--- config.mk ---
export PLATFORM = sky130hd
export DESIGN_NAME = home_climate_light_controller_top
export DESIGN_NICKNAME = d
export VERILOG_FILES = /design/src/rtl/core/hcl_pkg.sv /design/src/rtl/core/home_climate_light_controller_top.sv /design/src/rtl/core/hcl_step.sv /design/src/rtl/core/hcl_out_buf.sv
export SDC_FILE = /design/constraint.sdc
export NUM_CORES = 1
export LEC_CHECK = 0
export BUFFER_PORTS_ARGS = -buffer_cell sky130_fd_sc_hd__buf_2
export CAP_MARGIN = 10
export CORE_ASPECT_RATIO = 0.7
export CORE_MARGIN = 2
export CORE_UTILIZATION = 60
export DETAILED_ROUTE_END_ITERATION = 8
export PLACE_DENSITY = 0.76
export SLEW_MARGIN = 20
export SYNTH_ARGS = -nofsm -noshare
export SYNTH_HDL_FRONTEND = slang
export SYNTH_SLANG_ARGS = --single-unit
--- constraint.sdc ---
create_clock -name clk -period 5.5 [get_ports clk]
set_input_delay 0.55 -clock clk [delete_from_list [all_inputs] [get_ports clk]]
set_output_delay 0.55 -clock clk [all_outputs]
set_load 0.05 [all_outputs]
--- src/rtl/core/hcl_pkg.sv ---
// ----------------------------------------------------------------------------
// hcl_pkg
// Shared types, register indexes and the light colour schedule for the
// home climate and light controller.
// ----------------------------------------------------------------------------
package hcl_pkg;

  localparam int TempW   = 16;
  localparam int HourW   = 5;
  localparam int SwW     = 7;
  localparam int ColourW = 13;
  localparam int CfgIdxW = 3;

  // Switch bit positions
  localparam int SwMain     = 0;
  localparam int SwSockets  = 1;
  localparam int SwLightIn  = 2;
  localparam int SwLightOut = 3;
  localparam int SwHeatIn   = 4;
  localparam int SwHeatPipe = 5;
  localparam int SwCooler   = 6;

  // Configuration register indexes
  typedef enum logic [CfgIdxW-1:0] {
    REG_PIPE_ON    = 3'd0,
    REG_PIPE_OFF   = 3'd1,
    REG_ROOM_ON    = 3'd2,
    REG_ROOM_OFF   = 3'd3,
    REG_COOL_ON    = 3'd4,
    REG_COOL_OFF   = 3'd5,
    REG_YARD_START = 3'd6,
    REG_YARD_END   = 3'd7
  } cfg_idx_t;

  typedef struct packed {
    logic [TempW-1:0] pipe_heat_on_temp;
    logic [TempW-1:0] pipe_heat_off_temp;
    logic [TempW-1:0] room_heat_on_temp;
    logic [TempW-1:0] room_heat_off_temp;
    logic [TempW-1:0] cooler_on_temp;
    logic [TempW-1:0] cooler_off_temp;
    logic [HourW-1:0] yard_light_start_hour;
    logic [HourW-1:0] yard_light_end_hour;
  } cfg_regs_t;

  typedef struct packed {
    logic [TempW-1:0] outside_temp;
    logic [TempW-1:0] inside_temp;
    logic             outside_motion;
    logic             inside_motion;
    logic [HourW-1:0] hour_of_day;
  } sample_t;

  typedef struct packed {
    logic [SwW-1:0]     switch_bits;
    logic [SwW-1:0]     changed_bits;
    logic [ColourW-1:0] light_colour;
    logic               colour_changed;
  } result_t;

  localparam logic [ColourW-1:0] ColourDay   = 13'd5000;
  localparam logic [ColourW-1:0] ColourNight = 13'd2700;

  // Colour by hour: day up to 16, night from 20, -575 K per hour between.
  function automatic logic [ColourW-1:0] colour_for_hour(input logic [HourW-1:0] hour);
    logic [ColourW-1:0] c;
    begin
      case (hour)
        5'd17:   c = 13'd4425;
        5'd18:   c = 13'd3850;
        5'd19:   c = 13'd3275;
        default: c = (hour >= 5'd20) ? ColourNight : ColourDay;
      endcase
      return c;
    end
  endfunction

endpackage

--- src/rtl/core/home_climate_light_controller_top.sv ---
// ----------------------------------------------------------------------------
// home_climate_light_controller_top
// Hourly climate and light controller: seven switch bits and an inside
// light colour temperature, updated once per sample request.
// ----------------------------------------------------------------------------
// Each accepted request (two temperatures in signed hundredths of a degree,
// two motion flags and the hour) updates the switch state and the light
// colour in the same clock edge and yields exactly one result: the new
// switch bits, a mask of switches that toggled, the stored colour and a
// colour-changed flag. A request can be taken every cycle while in_stall is
// low; the state feedback is a single compare-and-select level from the
// switch and colour registers back into themselves. Results leave through a
// two-entry buffer, so in_stall rises only when both a stalled result and
// a parked one are held. Configuration writes are always taken (cfg_ready
// is high) and must happen only while the block is idle; hour registers
// keep the low five bits of cfg_data.
module home_climate_light_controller_top (
  input  logic                             clk,
  input  logic                             rst_n,
  // sample requests
  input  logic                             in_valid,
  output logic                             in_stall,
  input  logic [hcl_pkg::TempW-1:0]        in_outside_temp,
  input  logic [hcl_pkg::TempW-1:0]        in_inside_temp,
  input  logic                             in_outside_motion,
  input  logic                             in_inside_motion,
  input  logic [hcl_pkg::HourW-1:0]        in_hour_of_day,
  // results
  output logic                             out_valid,
  input  logic                             out_stall,
  output logic [hcl_pkg::SwW-1:0]          out_switch_bits,
  output logic [hcl_pkg::SwW-1:0]          out_changed_bits,
  output logic [hcl_pkg::ColourW-1:0]      out_light_colour,
  output logic                             out_colour_changed,
  // configuration writes
  input  logic                             cfg_valid,
  output logic                             cfg_ready,
  input  logic [hcl_pkg::CfgIdxW-1:0]      cfg_index,
  input  logic [hcl_pkg::TempW-1:0]        cfg_data
);

  hcl_pkg::cfg_regs_t cfg_r, cfg_nxt;
  hcl_pkg::sample_t   smp;
  hcl_pkg::result_t   step_res, buf_res;
  logic [hcl_pkg::SwW-1:0]     switch_r, switch_nxt;
  logic [hcl_pkg::ColourW-1:0] colour_r, colour_nxt;
  logic in_accept, buf_full;

  assign cfg_ready = 1'b1;

  // Register file: decode the index and update one register.
  always_comb begin
    cfg_nxt = cfg_r;
    if (cfg_valid && cfg_ready) begin
      case (hcl_pkg::cfg_idx_t'(cfg_index))
        hcl_pkg::REG_PIPE_ON:    cfg_nxt.pipe_heat_on_temp  = cfg_data;
        hcl_pkg::REG_PIPE_OFF:   cfg_nxt.pipe_heat_off_temp = cfg_data;
        hcl_pkg::REG_ROOM_ON:    cfg_nxt.room_heat_on_temp  = cfg_data;
        hcl_pkg::REG_ROOM_OFF:   cfg_nxt.room_heat_off_temp = cfg_data;
        hcl_pkg::REG_COOL_ON:    cfg_nxt.cooler_on_temp     = cfg_data;
        hcl_pkg::REG_COOL_OFF:   cfg_nxt.cooler_off_temp    = cfg_data;
        hcl_pkg::REG_YARD_START:
          cfg_nxt.yard_light_start_hour = cfg_data[hcl_pkg::HourW-1:0];
        hcl_pkg::REG_YARD_END:
          cfg_nxt.yard_light_end_hour   = cfg_data[hcl_pkg::HourW-1:0];
        default: cfg_nxt = cfg_r;
      endcase
    end
  end

  always_ff @(posedge clk) begin
    if (!rst_n) begin
      cfg_r.pipe_heat_on_temp     <= 16'd0;
      cfg_r.pipe_heat_off_temp    <= 16'd500;
      cfg_r.room_heat_on_temp     <= 16'd2200;
      cfg_r.room_heat_off_temp    <= 16'd2500;
      cfg_r.cooler_on_temp        <= 16'd3000;
      cfg_r.cooler_off_temp       <= 16'd2500;
      cfg_r.yard_light_start_hour <= 5'd16;
      cfg_r.yard_light_end_hour   <= 5'd5;
    end else begin
      cfg_r <= cfg_nxt;
    end
  end

  // Take a request whenever the result buffer has a free slot.
  assign in_stall  = buf_full;
  assign in_accept = in_valid && !in_stall;

  always_comb begin
    smp.outside_temp   = in_outside_temp;
    smp.inside_temp    = in_inside_temp;
    smp.outside_motion = in_outside_motion;
    smp.inside_motion  = in_inside_motion;
    smp.hour_of_day    = in_hour_of_day;
  end

  hcl_step u_step (
    .cfg        (cfg_r),
    .smp        (smp),
    .switch_cur (switch_r),
    .colour_cur (colour_r),
    .switch_nxt (switch_nxt),
    .colour_nxt (colour_nxt),
    .res        (step_res)
  );

  // Advance the switch and colour state on each accepted request; hold otherwise.
  always_ff @(posedge clk) begin
    if (!rst_n) begin
      switch_r <= '0;
      colour_r <= '0;
    end else if (in_accept) begin
      switch_r <= switch_nxt;
      colour_r <= colour_nxt;
    end
  end

  hcl_out_buf u_out_buf (
    .clk       (clk),
    .rst_n     (rst_n),
    .push      (in_accept),
    .push_data (step_res),
    .full      (buf_full),
    .out_valid (out_valid),
    .out_stall (out_stall),
    .out_data  (buf_res)
  );

  assign out_switch_bits    = buf_res.switch_bits;
  assign out_changed_bits   = buf_res.changed_bits;
  assign out_light_colour   = buf_res.light_colour;
  assign out_colour_changed = buf_res.colour_changed;

endmodule

--- src/rtl/core/hcl_step.sv ---
// ----------------------------------------------------------------------------
// hcl_step
// Next switch and colour state for one hourly sample: threshold compares
// with hysteresis, light rules and main power latch.
// ----------------------------------------------------------------------------
module hcl_step (
  input  hcl_pkg::cfg_regs_t              cfg,
  input  hcl_pkg::sample_t                smp,
  input  logic [hcl_pkg::SwW-1:0]         switch_cur,
  input  logic [hcl_pkg::ColourW-1:0]     colour_cur,
  output logic [hcl_pkg::SwW-1:0]         switch_nxt,
  output logic [hcl_pkg::ColourW-1:0]     colour_nxt,
  output hcl_pkg::result_t                res
);

  // 17-bit signed views so threshold +/- 1 cannot wrap
  logic signed [hcl_pkg::TempW:0] t_out, t_in;
  logic signed [hcl_pkg::TempW:0] pipe_on_m1, pipe_off_p1;
  logic signed [hcl_pkg::TempW:0] room_on_m1, room_off_m1;
  logic signed [hcl_pkg::TempW:0] cool_on_m1, cool_off_p1;
  logic want_pipe, want_room, want_cool, want_yard;
  logic [hcl_pkg::ColourW-1:0] colour_sched;
  logic colour_upd;
  logic [hcl_pkg::SwW-1:0] sw;

  always_comb begin
    t_out       = $signed({smp.outside_temp[hcl_pkg::TempW-1], smp.outside_temp});
    t_in        = $signed({smp.inside_temp[hcl_pkg::TempW-1], smp.inside_temp});
    pipe_on_m1  = $signed({cfg.pipe_heat_on_temp[hcl_pkg::TempW-1], cfg.pipe_heat_on_temp})
                  - 17'sd1;
    pipe_off_p1 = $signed({cfg.pipe_heat_off_temp[hcl_pkg::TempW-1], cfg.pipe_heat_off_temp})
                  + 17'sd1;
    room_on_m1  = $signed({cfg.room_heat_on_temp[hcl_pkg::TempW-1], cfg.room_heat_on_temp})
                  - 17'sd1;
    room_off_m1 = $signed({cfg.room_heat_off_temp[hcl_pkg::TempW-1], cfg.room_heat_off_temp})
                  - 17'sd1;
    cool_on_m1  = $signed({cfg.cooler_on_temp[hcl_pkg::TempW-1], cfg.cooler_on_temp})
                  - 17'sd1;
    cool_off_p1 = $signed({cfg.cooler_off_temp[hcl_pkg::TempW-1], cfg.cooler_off_temp})
                  + 17'sd1;

    want_pipe = (t_out < pipe_on_m1) ||
                (switch_cur[hcl_pkg::SwHeatPipe] && (t_out <= pipe_off_p1));
    want_room = (t_in < room_on_m1) ||
                (switch_cur[hcl_pkg::SwHeatIn] && (t_in < room_off_m1));
    want_cool = (t_in >= cool_on_m1) ||
                (switch_cur[hcl_pkg::SwCooler] && (t_in > cool_off_p1));
    want_yard = smp.outside_motion &&
                ((cfg.yard_light_end_hour > smp.hour_of_day) ||
                 (cfg.yard_light_start_hour <= smp.hour_of_day));

    sw = switch_cur;
    sw[hcl_pkg::SwHeatPipe] = want_pipe;
    sw[hcl_pkg::SwHeatIn]   = want_room;
    sw[hcl_pkg::SwCooler]   = want_cool;
    sw[hcl_pkg::SwLightOut] = want_yard;
    sw[hcl_pkg::SwLightIn]  = smp.inside_motion;
    // latch main power once anything else runs
    if (|sw[hcl_pkg::SwW-1:1]) begin
      sw[hcl_pkg::SwMain] = 1'b1;
    end

    colour_sched = hcl_pkg::colour_for_hour(smp.hour_of_day);
    colour_upd   = smp.inside_motion && (colour_sched != colour_cur);
    colour_nxt   = colour_upd ? colour_sched : colour_cur;
    switch_nxt   = sw;

    res.switch_bits    = sw;
    res.changed_bits   = sw ^ switch_cur;
    res.light_colour   = colour_nxt;
    res.colour_changed = colour_upd;
  end

endmodule

--- src/rtl/core/hcl_out_buf.sv ---
// ----------------------------------------------------------------------------
// hcl_out_buf
// Two-entry result buffer: output register plus skid register, so a new
// request is taken while a finished result waits.
// ----------------------------------------------------------------------------
module hcl_out_buf (
  input  logic             clk,
  input  logic             rst_n,
  input  logic             push,
  input  hcl_pkg::result_t push_data,
  output logic             full,
  output logic             out_valid,
  input  logic             out_stall,
  output hcl_pkg::result_t out_data
);

  hcl_pkg::result_t main_r, main_nxt, skid_r, skid_nxt;
  logic main_valid_r, main_valid_nxt, skid_valid_r, skid_valid_nxt;
  logic pop;

  always_comb begin
    pop            = main_valid_r && !out_stall;
    main_nxt       = main_r;
    main_valid_nxt = main_valid_r;
    skid_nxt       = skid_r;
    skid_valid_nxt = skid_valid_r;
    if (!main_valid_r || pop) begin
      // refill head, oldest first
      if (skid_valid_r) begin
        main_nxt       = skid_r;
        main_valid_nxt = 1'b1;
        skid_valid_nxt = 1'b0;
      end else begin
        main_nxt       = push_data;
        main_valid_nxt = push;
      end
    end else if (push) begin
      // head stalled: park the new result
      skid_nxt       = push_data;
      skid_valid_nxt = 1'b1;
    end
  end

  always_ff @(posedge clk) begin
    if (!rst_n) begin
      main_valid_r <= 1'b0;
      skid_valid_r <= 1'b0;
    end else begin
      main_valid_r <= main_valid_nxt;
      skid_valid_r <= skid_valid_nxt;
    end
    main_r <= main_nxt;
    skid_r <= skid_nxt;
  end

  assign full      = skid_valid_r;
  assign out_valid = main_valid_r;
  assign out_data  = main_r;

endmodule
==> key figures <==
Floorplan
  • I/O Pins: between 90 and 100
  • Initial core utilization: around 61%
  • Die ar.: about 19000 µm²
  • Core Rows: around 40
  • Chip Height: 117 µm
  • Die width: ~170 µm
  • Placeable Area: 17900 µm²

STA
  • Measured slew at the worst slew-check pin: roughly 1.1 ns
  • Clock Skew: 0.0143 ns
  • Slew headroom: between 20% and 30%
  • Min Tclk post-route: ~4.8 ns
  • Final Hold Viols: 0
  • Final worst-path cycle share: 87.6%
  • Final setup violating endpoints: 0
  • RSZ-0062 raised after global routing: no
  • Max Clk Rate: between 200 and 250 MHz
  • Max Slew Vio Count: 0
  • Setup TNS after final layout: 0 ns
  • Min Hold Slack: between 0.4 and 0.5 ns

Synthesis
  • EDFF count, synth: 52
  • Syn. warnings: 0
  • Distinct cells, synth: 64
  • Post-synthesis register bit count: ~180
  • Leading area contributor after synthesis: dfxtp_1
  • Synthesized instance count: 1227
  • Top cells by area, synth: dfxtp_1 (23%), edfxtp_1 (14%), ha_1 (13%)
  • Share of the synthesized area in the top cell type: approximately a quarter
  • Synth Area per Inst: 8.89 µm²
  • Primary FF master, synth: dfxtp_1
  • Post-synth top cells: nand2_1 (258), dfxtp_1 (127), ha_1 (115)
  • Mapped cell area: about 11000 µm²
  • Sequential fraction of the synthesis area: a little under two fifths
  • FFs w/ async S/R, synth: 0%
  • Most numerous cell in the Yosys netlist: nand2_1

Layout
  • Share of cells above drive strength 1: a little over an eighth
  • Antenna fix cells: 0
  • Seq. cell area: about 4100 µm²
  • # nets final: 1472
  • Area of the multi-input gates: approximately 6500 µm²
  • Final instance area: about 12000 µm²
  • Layout Utilization: approximately two thirds
  • Fillers: between 1000 and 1500
  • Area Overhead vs Synth: 11.3%

Clock tree
  • Htree depth: 4
  • Clk pin slew, worst setup/hold paths: 0.08 ns
  • CTS tree: done
  • Post-CTS sizing: 0
  • Cts bufs inserted: 17
  • Maximum buffer depth of the clock tree: 2
  • Clk root buf: clkbuf_16
  • Setup repair bufs after CTS: 0
  • Worst-Skew Late Latency: around 0.45 ns
  • Post-CTS Hold Fix Bufs: 0
  • Num Clock Sinks: about 180

Route
  • Wire per inst: ~17 µm
  • Vias/cell: between 5 and 6
  • Routed WL: approximately 26 mm
  • Iteration-0 DRC Markers: 733
  • DR vias: slightly below 9000
  • TritonRoute pass-1 iters: 5
  • Detail Route Antenna Nets: 0
  • DRC viols: 0

Hold path
  • Hold EP: cfg_r[85]$_SDFFE_PN0P_
  • HP Start: cfg_data[11]
  • WHS Path Cells: 3
  • Hold crit path type: input pin to register

Worst setup path
  • Critical Path RT: roughly 5.7 ns
  • Worst EP arrival: about 5 ns
  • Worst r2r dst: u_out_buf.out_data[21]$_DFFE_PP_
  • Worst R2R Setup Slack: 0.68 ns
  • Max FO, Critical Path: 5
  • CP Class: register to register
  • Worst reg2reg path depth: 15
  • CP Capture Type: register
  • Startpoint Class: register
  • Startpoint of the worst-slack reg-to-reg timing path: cfg_r[28]$_SDFFE_PN0P_

Run
  • Max cap viols: 0

Global routing
  • Via count of the first global-routing pass: between 8000 and 9000
  • Congestion Overflow GR: 0
  • Initial antenna violation count: 0
  • Met2 usage: a little over two fifths
  • Total global-route track usage: roughly 28%
  • Largest net degree at the start of global routing: 67
  • Gr busiest metal: met1
  • GRT met3 Usage: between 4 and 5%
  • Routing usage on met1: approximately 43%
  • Wire length of the first global-routing pass: around 42 mm

Pwr
  • Sw Share: 30.6%
  • Combinational Power Share: roughly 17%
  • PD cells: ~270 nW/µm²
  • Psw: 1.01 mW
  • Clock Power Share: about two fifths
  • Leakage power: 4.89 nW
  • Pint: roughly 2.3 mW
  • Sequential Power Share: 44.3%
  • VDD IR-drop max: about 0.24 mV

Placed design
  • GP Congestion: 0.877
  • DP HPWL: 19.2 mm
  • Port Buffers: 90
  • Post-DP Area: approximately 12000 µm²

Status
  • Outcome: completed
how the worst max path moves through the flow:
stage	from	to	slack, ns	depth (start not counted)
after global routing	cfg_r[28]$_SDFFE_PN0P_	u_out_buf.skid_r[21]$_DFFE_PP_	0.41	15
after detailed placement	cfg_r[28]$_SDFFE_PN0P_	u_out_buf.out_data[21]$_DFFE_PP_	0.73	15
after floorplan	cfg_r[28]$_SDFFE_PN0P_	u_out_buf.out_data[21]$_DFFE_PP_	1.09	15
after global placement	cfg_r[28]$_SDFFE_PN0P_	u_out_buf.out_data[21]$_DFFE_PP_	0.82	15
final	cfg_r[28]$_SDFFE_PN0P_	u_out_buf.out_data[21]$_DFFE_PP_	0.68	15
after CTS	cfg_r[28]$_SDFFE_PN0P_	u_out_buf.out_data[21]$_DFFE_PP_	0.70	15
critical path, cell delays in order (launching register included):
cell      delay [ns]
dfxtp_1         0.36
or4_1           0.59
or3_1           0.38
or3_1           0.36
nor4_2          0.26
nand2_1         0.11
xor2_1          0.15
ha_1            0.30
a21o_1          0.18
a2111o_1        0.40
a31oi_1         0.16
a32oi_1         0.14
a21oi_2         0.25
inv_2           0.09
or4_4           0.58
o31a_1          0.25
flip-flops by register name, indices dropped and copies added (netlist names):
register and flops:
cfg_r 106, colour_r 13, switch_r 6, u_out_buf.full 1, u_out_buf.out_data 26, u_out_buf.out_valid 1, u_out_buf.skid_r 26
placed cells by master (no fill, tap or decap), types with 7 or more instances in the layout:
cell	count
xor2_1	43
nand3_1	57
a211oi_1	7
edfxtp_1	52
mux2_2	27
nand4_1	16
mux2i_1	16
nand2_1	258
nor2_1	59
inv_1	35
o21ai_0	27
a21oi_1	43
nor3_1	19
nor2b_1	20
a21boi_0	74
xnor2_1	50
ha_1	115
dfxtp_1	127
clkbuf_16	17
and3_1	9
nor4_1	14
buf_2	90
and2_1	7
or4_1	8
nand2b_1	12
area by class of cell:
class	count	share of cell area (%)
Multi-Input combinational cell	964	53.4
Sequential cell	179	33.8
Timing Repair Buffer	96	4.08
Clock buffer	17	3.50
Tap cell	236	2.43
Clock inverter	15	1.69
Inverter	36	1.11
stage by stage:
| stage | worst slack, ns | total power [mW] | std cells |
|---|---|---|---|
| global placement | 0.820 | 2.02 | 1511 |
| finish | 0.680 | 3.30 | 1543 |
| global route | 0.415 | 3.43 | 1543 |
| CTS | 0.698 | 3.31 | 1543 |
| floorplan | 1.09 | 1.88 | 1228 |
| detailed placement | 0.727 | 2.04 | 1511 |
routing by layer:
| layer | wire length [µm] | vias up |
|---|---|---|
| met5 | 0 | - |
| met4 | 329 | 0 |
| met3 | 1710 | 30 |
| met2 | 11000 | 255 |
| met1 | 13200 | 4188 |
| li1 | - | 4440 |
power groups by stage:
stage	combinational, mW	sequential, mW	clock, mW
floorplan	0.306	1.58	0
global placement	0.536	1.49	0
detailed placement	0.550	1.49	0
CTS	0.556	1.46	1.29
global route	0.616	1.47	1.35
finish	0.559	1.46	1.28
logic make-up (layout without fill, tap and decap cells):
family / Yosys count / count (layout) / synth area share, %
buffers and inverters: 85 / 164 / 3.05
and+or+nand+nor: 510 / 510 / 21.7
muxes: 45 / 45 / 4.46
DFF: 179 / 179 / 37.6
other: 2 / 3 / 0.0689
adders and majority gates: 115 / 115 / 13.2
AOI/OAI and AO/OA: 198 / 198 / 12.5
xor gates and xnor gates: 93 / 93 / 7.47
Note: power is estimated with default switching activity, not from simulation.
